===== config.mk =====
export PLATFORM = sky130hd
export DESIGN_NAME = glyph_atlas_text_layout
export DESIGN_NICKNAME = d
export VERILOG_FILES = /design/src/rtl/gatl_pkg.sv /design/src/rtl/glyph_atlas_text_layout.sv
export SDC_FILE = /design/constraint.sdc
export NUM_CORES = 2
export LEC_CHECK = 0
export ABC_AREA = 1
export BUFFER_PORTS_ARGS = -buffer_cell sky130_fd_sc_hd__buf_2
export CAP_MARGIN = 10
export CORE_MARGIN = 2
export CORE_UTILIZATION = 45
export CTS_BUF_LIST = sky130_fd_sc_hd__clkbuf_16
export CTS_CLUSTER_SIZE = 30
export DETAILED_ROUTE_END_ITERATION = 8
export PLACE_DENSITY = 0.6
export SLEW_MARGIN = 20
export SYNTH_ARGS = -nofsm -noshare
export SYNTH_HDL_FRONTEND = slang
export SYNTH_SLANG_ARGS = --single-unit

===== constraint.sdc =====
create_clock -name clk -period 8 [get_ports clk]
set_input_delay 0.8 -clock clk [delete_from_list [all_inputs] [get_ports clk]]
set_output_delay 0.8 -clock clk [all_outputs]
set_load 0.01 [all_outputs]

===== src/rtl/gatl_pkg.sv =====
`timescale 1ns / 1ps

package gatl_pkg;

  localparam int unsigned GLYPH_SIZE_DEFAULT = 16;
  localparam logic [3:0]  LETTER_GAP_RESET   = 4'd4;

  typedef enum logic [1:0] {
    CMD_BEGIN = 2'd0,
    CMD_CHAR  = 2'd1,
    CMD_LOAD  = 2'd2
  } cmd_t;

  // Character codes of the escape sequences.
  localparam logic [15:0] CODE_BACKSLASH = 16'd92;
  localparam logic [15:0] CODE_NEWLINE   = 16'd110;
  localparam logic [15:0] CODE_TAB       = 16'd116;

  // Glyph ranges.
  localparam logic [15:0] LATIN_LO     = 16'd32;
  localparam logic [15:0] LATIN_HI     = 16'd126;
  localparam logic [15:0] LATIN_EXT_LO = 16'd161;
  localparam logic [15:0] LATIN_EXT_HI = 16'd255;
  localparam logic [15:0] CODE_ELLIPSIS = 16'd8230;
  localparam logic [15:0] JP_LO        = 16'd12288;
  localparam logic [15:0] JP_HI        = 16'd12543;
  localparam logic [15:0] FW_LO        = 16'd65281;
  localparam logic [15:0] FW_HI        = 16'd65519;
  localparam logic [15:0] KANA_LO      = 16'd65377;
  localparam logic [15:0] KANA_HI      = 16'd65439;

  // Tile row offsets of the japanese sheet.
  localparam logic [11:0] ELLIPSIS_ROW  = 12'd16;
  localparam logic [11:0] JP_ROW_OFFSET = 12'd768;
  localparam logic [11:0] FW_ROW_OFFSET = 12'd4064;

endpackage


===== src/rtl/glyph_atlas_text_layout.sv =====
`timescale 1ns / 1ps

// Glyph atlas text layout.
// Character commands arrive on the s_ stream (command in s_tuser, end of string
// in s_tlast) and each drawn glyph leaves on the m_ stream as a tile description
// for the latin (m_tuser = 0) or japanese (m_tuser = 1) font sheet, with m_tlast
// marking the final glyph caused by an input transaction. The letter gap is set
// through the cfg_ channel, which is always ready.
// Loads and begins give no glyph. A glyph is made from the input register and
// loaded into the output register. One item is taken per cycle unless the
// output stalls; a drawable character after a held backslash waits while the
// backslash is drawn, as both glyphs share the output register and the decoder.
// Width table: a 256-entry memory written when a load is accepted and read at
// the low byte of the character code on every accepted item. A valid bit per
// entry, cleared by reset, makes unwritten entries read as the glyph size, so
// the block is ready straight after reset with no clearing pass.
// Reset (synchronous, active high) clears the pen, the origin, the pending
// backslash, the letter gap (back to 4) and both pipeline registers.
// When the receiver stalls the output register holds its glyph, an item in the
// input register that draws a glyph waits, and s_tready falls while it waits.
module glyph_atlas_text_layout #(
  parameter int unsigned GLYPH_SIZE = gatl_pkg::GLYPH_SIZE_DEFAULT
) (
  input  logic        clk,
  input  logic        rst,
  // Configuration channel: cfg_data is letter_gap.
  input  logic        cfg_valid,
  output logic        cfg_ready,
  input  logic [3:0]  cfg_data,
  // Input stream.
  input  logic        s_tvalid,
  output logic        s_tready,
  // s_tdata from bit 0: origin_x[15:0], origin_y[31:16], char_code[47:32],
  // width_index[55:48], width_value[61:56], zero padding[63:62].
  input  logic [63:0] s_tdata,
  // s_tuser from bit 0: command[1:0].
  input  logic [1:0]  s_tuser,
  input  logic        s_tlast,
  // Output stream.
  output logic        m_tvalid,
  input  logic        m_tready,
  // m_tdata from bit 0: src_x[9:0], src_y[19:10], src_width[25:20],
  // dest_x[41:26], dest_y[57:42], zero padding[63:58].
  output logic [63:0] m_tdata,
  // m_tuser from bit 0: sheet_select.
  output logic        m_tuser,
  output logic        m_tlast
);

  import gatl_pkg::*;

  localparam logic [5:0]  FULL_W  = 6'(GLYPH_SIZE);
  localparam logic [5:0]  HALF_W  = 6'(GLYPH_SIZE / 2);
  localparam logic [15:0] TAB_ADV = 16'(2 * GLYPH_SIZE);

  function automatic logic code_drawable(input logic [15:0] c);
    return (c inside {[LATIN_LO:LATIN_HI], [LATIN_EXT_LO:LATIN_EXT_HI],
                      [JP_LO:JP_HI], [FW_LO:FW_HI]}) || (c == CODE_ELLIPSIS);
  endfunction

  // Layout state.
  logic [15:0] pen_column, pen_column_next;
  logic [11:0] pen_row, pen_row_next;
  logic [15:0] base_x, base_x_next;
  logic [15:0] base_y, base_y_next;
  logic        backslash_pending, backslash_pending_next;
  logic [3:0]  letter_gap;

  // Width table, with a valid bit per entry and a copy of the backslash entry,
  // which is needed at a fixed address alongside the read of the current code.
  logic [5:0]   width_mem [256];
  logic [255:0] width_valid;
  logic [5:0]   bs_width;

  // Input register.
  logic        a_valid;
  cmd_t        a_cmd;
  logic [15:0] a_origin_x;
  logic [15:0] a_origin_y;
  logic [15:0] a_char;
  logic        a_last;
  logic [5:0]  a_rd_data;
  logic        a_rd_valid;

  // Output register.
  logic        o_valid;
  logic        o_sheet;
  logic [9:0]  o_src_x;
  logic [9:0]  o_src_y;
  logic [5:0]  o_src_width;
  logic [15:0] o_dest_x;
  logic [15:0] o_dest_y;
  logic        o_last;

  logic       s_accept;
  logic       can_emit;
  logic       emit;
  logic       pop;
  logic       glyph_last;
  logic       o_load;
  logic [7:0] s_width_index;

  // Glyph decoder, shared by the flushed backslash and the current code.
  logic [15:0] gw;
  logic [5:0]  gw_width;
  logic        g_latin, g_ellipsis, g_jp, g_fw, g_kana, g_draw;
  logic        g_sheet;
  logic [11:0] g_row;
  logic [5:0]  g_sw;
  logic [9:0]  g_sx, g_sy;
  logic [15:0] g_col, g_col_after, g_dest_x, g_dest_y;

  logic char_held;
  logic char_draws;
  logic second_glyph;

  assign s_accept      = s_tvalid && s_tready;
  assign s_width_index = s_tdata[55:48];
  assign can_emit      = !o_valid || m_tready;
  assign o_load        = emit && can_emit;
  assign s_tready      = !a_valid || pop;
  assign cfg_ready     = 1'b1;

  assign gw       = backslash_pending ? CODE_BACKSLASH : a_char;
  assign gw_width = backslash_pending ? bs_width : (a_rd_valid ? a_rd_data : FULL_W);

  assign g_latin    = gw inside {[LATIN_LO:LATIN_HI], [LATIN_EXT_LO:LATIN_EXT_HI]};
  assign g_ellipsis = (gw == CODE_ELLIPSIS);
  assign g_jp       = gw inside {[JP_LO:JP_HI]};
  assign g_fw       = gw inside {[FW_LO:FW_HI]};
  assign g_kana     = gw inside {[KANA_LO:KANA_HI]};
  assign g_draw     = g_latin || g_ellipsis || g_jp || g_fw;

  always_comb begin
    g_sheet = 1'b1;
    g_row   = gw[15:4];
    g_sw    = FULL_W;
    if (g_latin) begin
      g_sheet = 1'b0;
      g_sw    = gw_width;
    end else if (g_ellipsis) begin
      g_row = ELLIPSIS_ROW;
    end else if (g_jp) begin
      g_row = gw[15:4] - JP_ROW_OFFSET;
    end else if (g_fw) begin
      g_row = gw[15:4] - FW_ROW_OFFSET;
      if (g_kana) begin
        g_sw = HALF_W;
      end
    end
  end

  // The advance always equals the glyph width; latin glyphs take the gap first.
  assign g_sx        = g_ellipsis ? 10'd0 : 10'(gw[3:0] * GLYPH_SIZE);
  assign g_sy        = 10'(g_row * GLYPH_SIZE);
  assign g_col       = g_latin ? pen_column + {12'd0, letter_gap} : pen_column;
  assign g_col_after = g_col + {10'd0, g_sw};
  assign g_dest_x    = base_x + g_col;
  assign g_dest_y    = base_y + 16'(pen_row * GLYPH_SIZE);

  assign char_held    = (a_char == CODE_BACKSLASH) && !a_last;
  assign char_draws   = code_drawable(a_char);
  assign second_glyph = char_draws && !char_held;

  always_comb begin
    emit                   = 1'b0;
    pop                    = 1'b0;
    glyph_last             = 1'b1;
    pen_column_next        = pen_column;
    pen_row_next           = pen_row;
    base_x_next            = base_x;
    base_y_next            = base_y;
    backslash_pending_next = backslash_pending;
    if (a_valid) begin
      case (a_cmd)
        CMD_BEGIN: begin
          pop                    = 1'b1;
          base_x_next            = a_origin_x;
          base_y_next            = a_origin_y;
          pen_column_next        = '0;
          pen_row_next           = '0;
          backslash_pending_next = 1'b0;
        end
        CMD_LOAD: begin
          // The table was written when the item was accepted.
          pop = 1'b1;
        end
        CMD_CHAR: begin
          if (backslash_pending) begin
            if (a_char == CODE_NEWLINE) begin
              pop                    = 1'b1;
              pen_row_next           = pen_row + 12'd1;
              pen_column_next        = '0;
              backslash_pending_next = 1'b0;
            end else if (a_char == CODE_TAB) begin
              pop                    = 1'b1;
              pen_column_next        = pen_column + TAB_ADV;
              backslash_pending_next = 1'b0;
            end else begin
              // Draw the held backslash; an unheld drawable code stays to follow.
              emit       = 1'b1;
              glyph_last = !second_glyph;
              if (can_emit) begin
                pen_column_next        = g_col_after;
                backslash_pending_next = second_glyph ? 1'b0 : char_held;
                pop                    = !second_glyph;
              end
            end
          end else if (char_held) begin
            pop                    = 1'b1;
            backslash_pending_next = 1'b1;
          end else if (g_draw) begin
            emit = 1'b1;
            if (can_emit) begin
              pen_column_next = g_col_after;
              pop             = 1'b1;
            end
          end else begin
            pop = 1'b1;
          end
        end
        default: begin
          pop = 1'b1;
        end
      endcase
    end
  end

  // Control and state registers.
  always_ff @(posedge clk) begin
    if (rst) begin
      a_valid           <= 1'b0;
      o_valid           <= 1'b0;
      pen_column        <= '0;
      pen_row           <= '0;
      base_x            <= '0;
      base_y            <= '0;
      backslash_pending <= 1'b0;
      letter_gap        <= LETTER_GAP_RESET;
      width_valid       <= '0;
      bs_width          <= FULL_W;
    end else begin
      if (s_tready) begin
        a_valid <= s_tvalid;
      end
      if (o_load) begin
        o_valid <= 1'b1;
      end else if (m_tready) begin
        o_valid <= 1'b0;
      end
      pen_column        <= pen_column_next;
      pen_row           <= pen_row_next;
      base_x            <= base_x_next;
      base_y            <= base_y_next;
      backslash_pending <= backslash_pending_next;
      if (cfg_valid && cfg_ready) begin
        letter_gap <= cfg_data;
      end
      if (s_accept && (s_tuser == CMD_LOAD)) begin
        width_valid[s_width_index] <= 1'b1;
        if ({8'd0, s_width_index} == CODE_BACKSLASH) begin
          bs_width <= s_tdata[61:56];
        end
      end
    end
  end

  // Width table memory: one write port, one registered read port.
  always_ff @(posedge clk) begin
    if (s_accept && (s_tuser == CMD_LOAD)) begin
      width_mem[s_width_index] <= s_tdata[61:56];
    end
    if (s_accept) begin
      a_rd_data <= width_mem[s_tdata[39:32]];
    end
  end

  // Payload registers.
  always_ff @(posedge clk) begin
    if (s_accept) begin
      a_cmd      <= cmd_t'(s_tuser);
      a_origin_x <= s_tdata[15:0];
      a_origin_y <= s_tdata[31:16];
      a_char     <= s_tdata[47:32];
      a_last     <= s_tlast;
      a_rd_valid <= width_valid[s_tdata[39:32]];
    end
    if (o_load) begin
      o_sheet     <= g_sheet;
      o_src_x     <= g_sx;
      o_src_y     <= g_sy;
      o_src_width <= g_sw;
      o_dest_x    <= g_dest_x;
      o_dest_y    <= g_dest_y;
      o_last      <= glyph_last;
    end
  end

  assign m_tvalid = o_valid;
  assign m_tdata  = {6'd0, o_dest_y, o_dest_x, o_src_width, o_src_y, o_src_x};
  assign m_tuser  = o_sheet;
  assign m_tlast  = o_last;

endmodule


==> results.md <==
* Worst-path cell chain: clkinv_1, nand2_1, nand2_2, clkinv_1, o21ai_0, ha_1, fa_1, a31oi_1, o21ai_0, a21oi_1, o21bai_1, a21boi_0, o21ai_0, nand2_1, nand2_1, a21oi_1, xnor2_1
* Buffers & Inverters on Critical Path at 2
* VDD IR max at roughly 0.15 mV
* Die Y at 429 um
* Final Net Count at 7453
* Worst path max stage delay at roughly 0.85 ns
* Lkg Pwr at roughly 32 nW
* Clk_lat worst skew at 0.82 ns
* Final setup vio count at 0
* Postcts setup bufs at 0
* Per-cell routed wire length at 22.7 um
* Drc violations at 0
* Seq/Total Area, Yosys at 0.689
* Worst setup margin at 2.69 ns
* Top-area cell type share of the netlist area at 0.608
* Root Driver: clkbuf_16
* Main flop type after synthesis: edfxtp_1
* Initial antenna violation count at 14
* Initial Util at 0.454
* Synth Register Bits at 1973
* Critical path startpoint category: flip-flop
* CP top delay family: compound AO/OA/AOI/OAI gates
* Slew Limit Fails at 0
* Post-Syn Area at approximately 0.08 mm2
* WS Path Type: flip-flop to flip-flop
* 1st-iter DRT viols at ~5700
* Post-CTS Hold Fix Bufs at 0
* Pre-antenna DRT Iters at 6
* Synth Warn # at 0
* Worst EP required at ~8.6 ns
* Skew final at approximately 0.036 ns
* Most frequent cell after synthesis: edfxtp_1
* CP arrival at 5.88 ns
* Clock slew at reported path FFs at 0.06 ns
* Least-Margin Pin Slew at 1.09 ns
* Die footprint at ~0.18 mm2
* CP max-delay cell: dfxtp_1
* CTS tree: built
* Port Buf Inserts at between 100 and 150
* Syn avg cell area at 11.0 um2
* End-of-flow core utilization at 0.506
* HP Class: input port to flip-flop
* Routed Antenna Nets at 0
* Final period utilization at 0.663
* Asr flop ratio synth at 0
* Total number of H-tree levels at 4
* Synth cell count leaders: edfxtp_1, nor2_1, o21ai_0
* Num rows at 155
* Yosys cell types at 53
* Placer congestion estimate at 0.883
* Via-per-instance ratio at approximately 5.7
* # resized after CTS at 0
* DP Wirelength at 129000 um
* Final WL at approximately 220000 um
* Worst slack, placed at between 2 and 3 ns
* Vias at ~56000
* CP endpoint kind: flip-flop
* I/O pin count at 145
* GRT Util Overall at 0.237
* Final Hold Vio Count at 0
* CTS Buffer Depth at 3
* Relative slew slack at 0.271
* Remaining Overflow, GRT at 0
* Die X at 429 um
* Fmax at about 0.19 GHz
* Global-route wire length before repair at 334000 um
* Number of synthesized flops with an enable pin at 1644
* Area leader, netlist: edfxtp_1
* Share of layout cells above drive strength 1 at 0.0732
* Largest net degree at the start of global routing at 190
* Clock sink total at 1973
* Status: finished, final reports clean
* RSZ-0062 raised after global routing: false
* Max-cap viol count at 0
* Crit-path max FO at 21
* Core box area at approximately 0.18 mm2
* Number of global-route vias before repair at between 50000 and 60000
* Synth Instances at 7392
* Num CTS Buffers at 204
* Minimum clock period at approximately 5.3 ns
* Ranking of synthesized cells by area: edfxtp_1, dfxtp_1, o21ai_0, nor2_1, o22ai_1
* Setup tns final at 0 ns
* PwrDens at 239 mW/mm2
* Layout area overhead at 11.4%
==> sequential cells by signal, indices dropped and copies added, names as in the netlist, 2 cells and up <==
signal	flops
width_mem	1536
width_valid	256
a_char	16
a_origin_x	16
a_origin_y	16
base_x	16
base_y	16
o_dest_x	16
o_dest_y	16
pen_column	16
pen_row	12
a_rd_data	6
bs_width	6
o_src_width	6
o_src_y	6
letter_gap	4
o_src_x	4
a_cmd	2
==> layer usage <==
metal	up-vias	part of all wire	global-route usage
met4	0	0.031	0.0758
met2	2067	0.47	0.389
met3	391	0.072	0.0361
met1	27500	0.43	0.326
met5	-	0	0
li1	26000	-	-
==> cells in the final DEF, fill, tap and decap left out, types with 38 or more instances in the layout <==
cell type,n
o21ai_0,1221
o22ai_1,479
buf_4,81
clkinv_1,48
nand3_1,69
dfxtp_1,329
nor2_1,1253
buf_2,114
ha_1,38
nand2_1,521
edfxtp_1,1644
a21oi_1,396
clkbuf_16,206
inv_1,726
==> path summary, 6_finish.rpt <==
check	startpoint	to	slack (ns)	depth (start not counted)
setup / recovery	backslash_pending	o_dest_x[14]	2.69	17
hold / removal	s_tdata[27]	a_origin_y[11]	0.14	1
setup reg to reg	backslash_pending	o_dest_x[14]	2.69	17
hold reg to reg	base_y[1]	o_dest_y[1]	0.42	0
==> stage by stage <==
stage	power (mW)	instance area, um2	hold WS (ns)	cells
floorplan	12.0	81200	0.403	7407
global route	22.3	90500	0.105	9870
global placement	12.6	83900	0.411	9484
CTS	21.8	90400	0.0865	9869
finish	21.7	90500	0.142	9870
detailed placement	12.6	83900	0.409	9484
==> kinds of logic (layout without fill, tap and decap cells) <==
kind of cell / Yosys count / count (layout) / synth area share
AO/OA/AOI/OAI: 2225 / 2225 / 0.150
AND/OR/NAND/NOR: 1938 / 1938 / 0.0936
flip-flops: 1973 / 1973 / 0.689
adder cells (fa/ha/maj): 42 / 42 / 0.00684
buffers and inverters: 1166 / 1273 / 0.0555
other: 2 / 18 / 0.0000925
XOR/XNOR: 46 / 46 / 0.00496
==> power breakdown <==
group,internal (mW),switching [mW]
clock network,5.25,3.99
registers,11.2,0.0177
logic,0.292,0.954
==> worst reg2reg max path: cells and delay by family, from the launching register on <==
family	cells	cell delay (ns)
AND/OR/NAND/NOR	4	0.85
buffers and inverters	2	1.04
adder cells (fa/ha/maj)	2	0.65
AO/OA/AOI/OAI	8	1.60
flip-flops	1	0.85
XOR/XNOR	1	0.07
==> cell type report <==
cell class | count | area [um2]
fill | 15800 | 88400
sequential | 1973 | 56000
multi-input combinational | 4268 | 20900
clock buffer | 206 | 5150
tap | 2355 | 2950
inverter | 671 | 2540
timing repair buffer | 217 | 1570
clock inverter | 179 | 1370
antenna | 1 | 2.50
No activity file was read; power rests on OpenSTA's default activity.
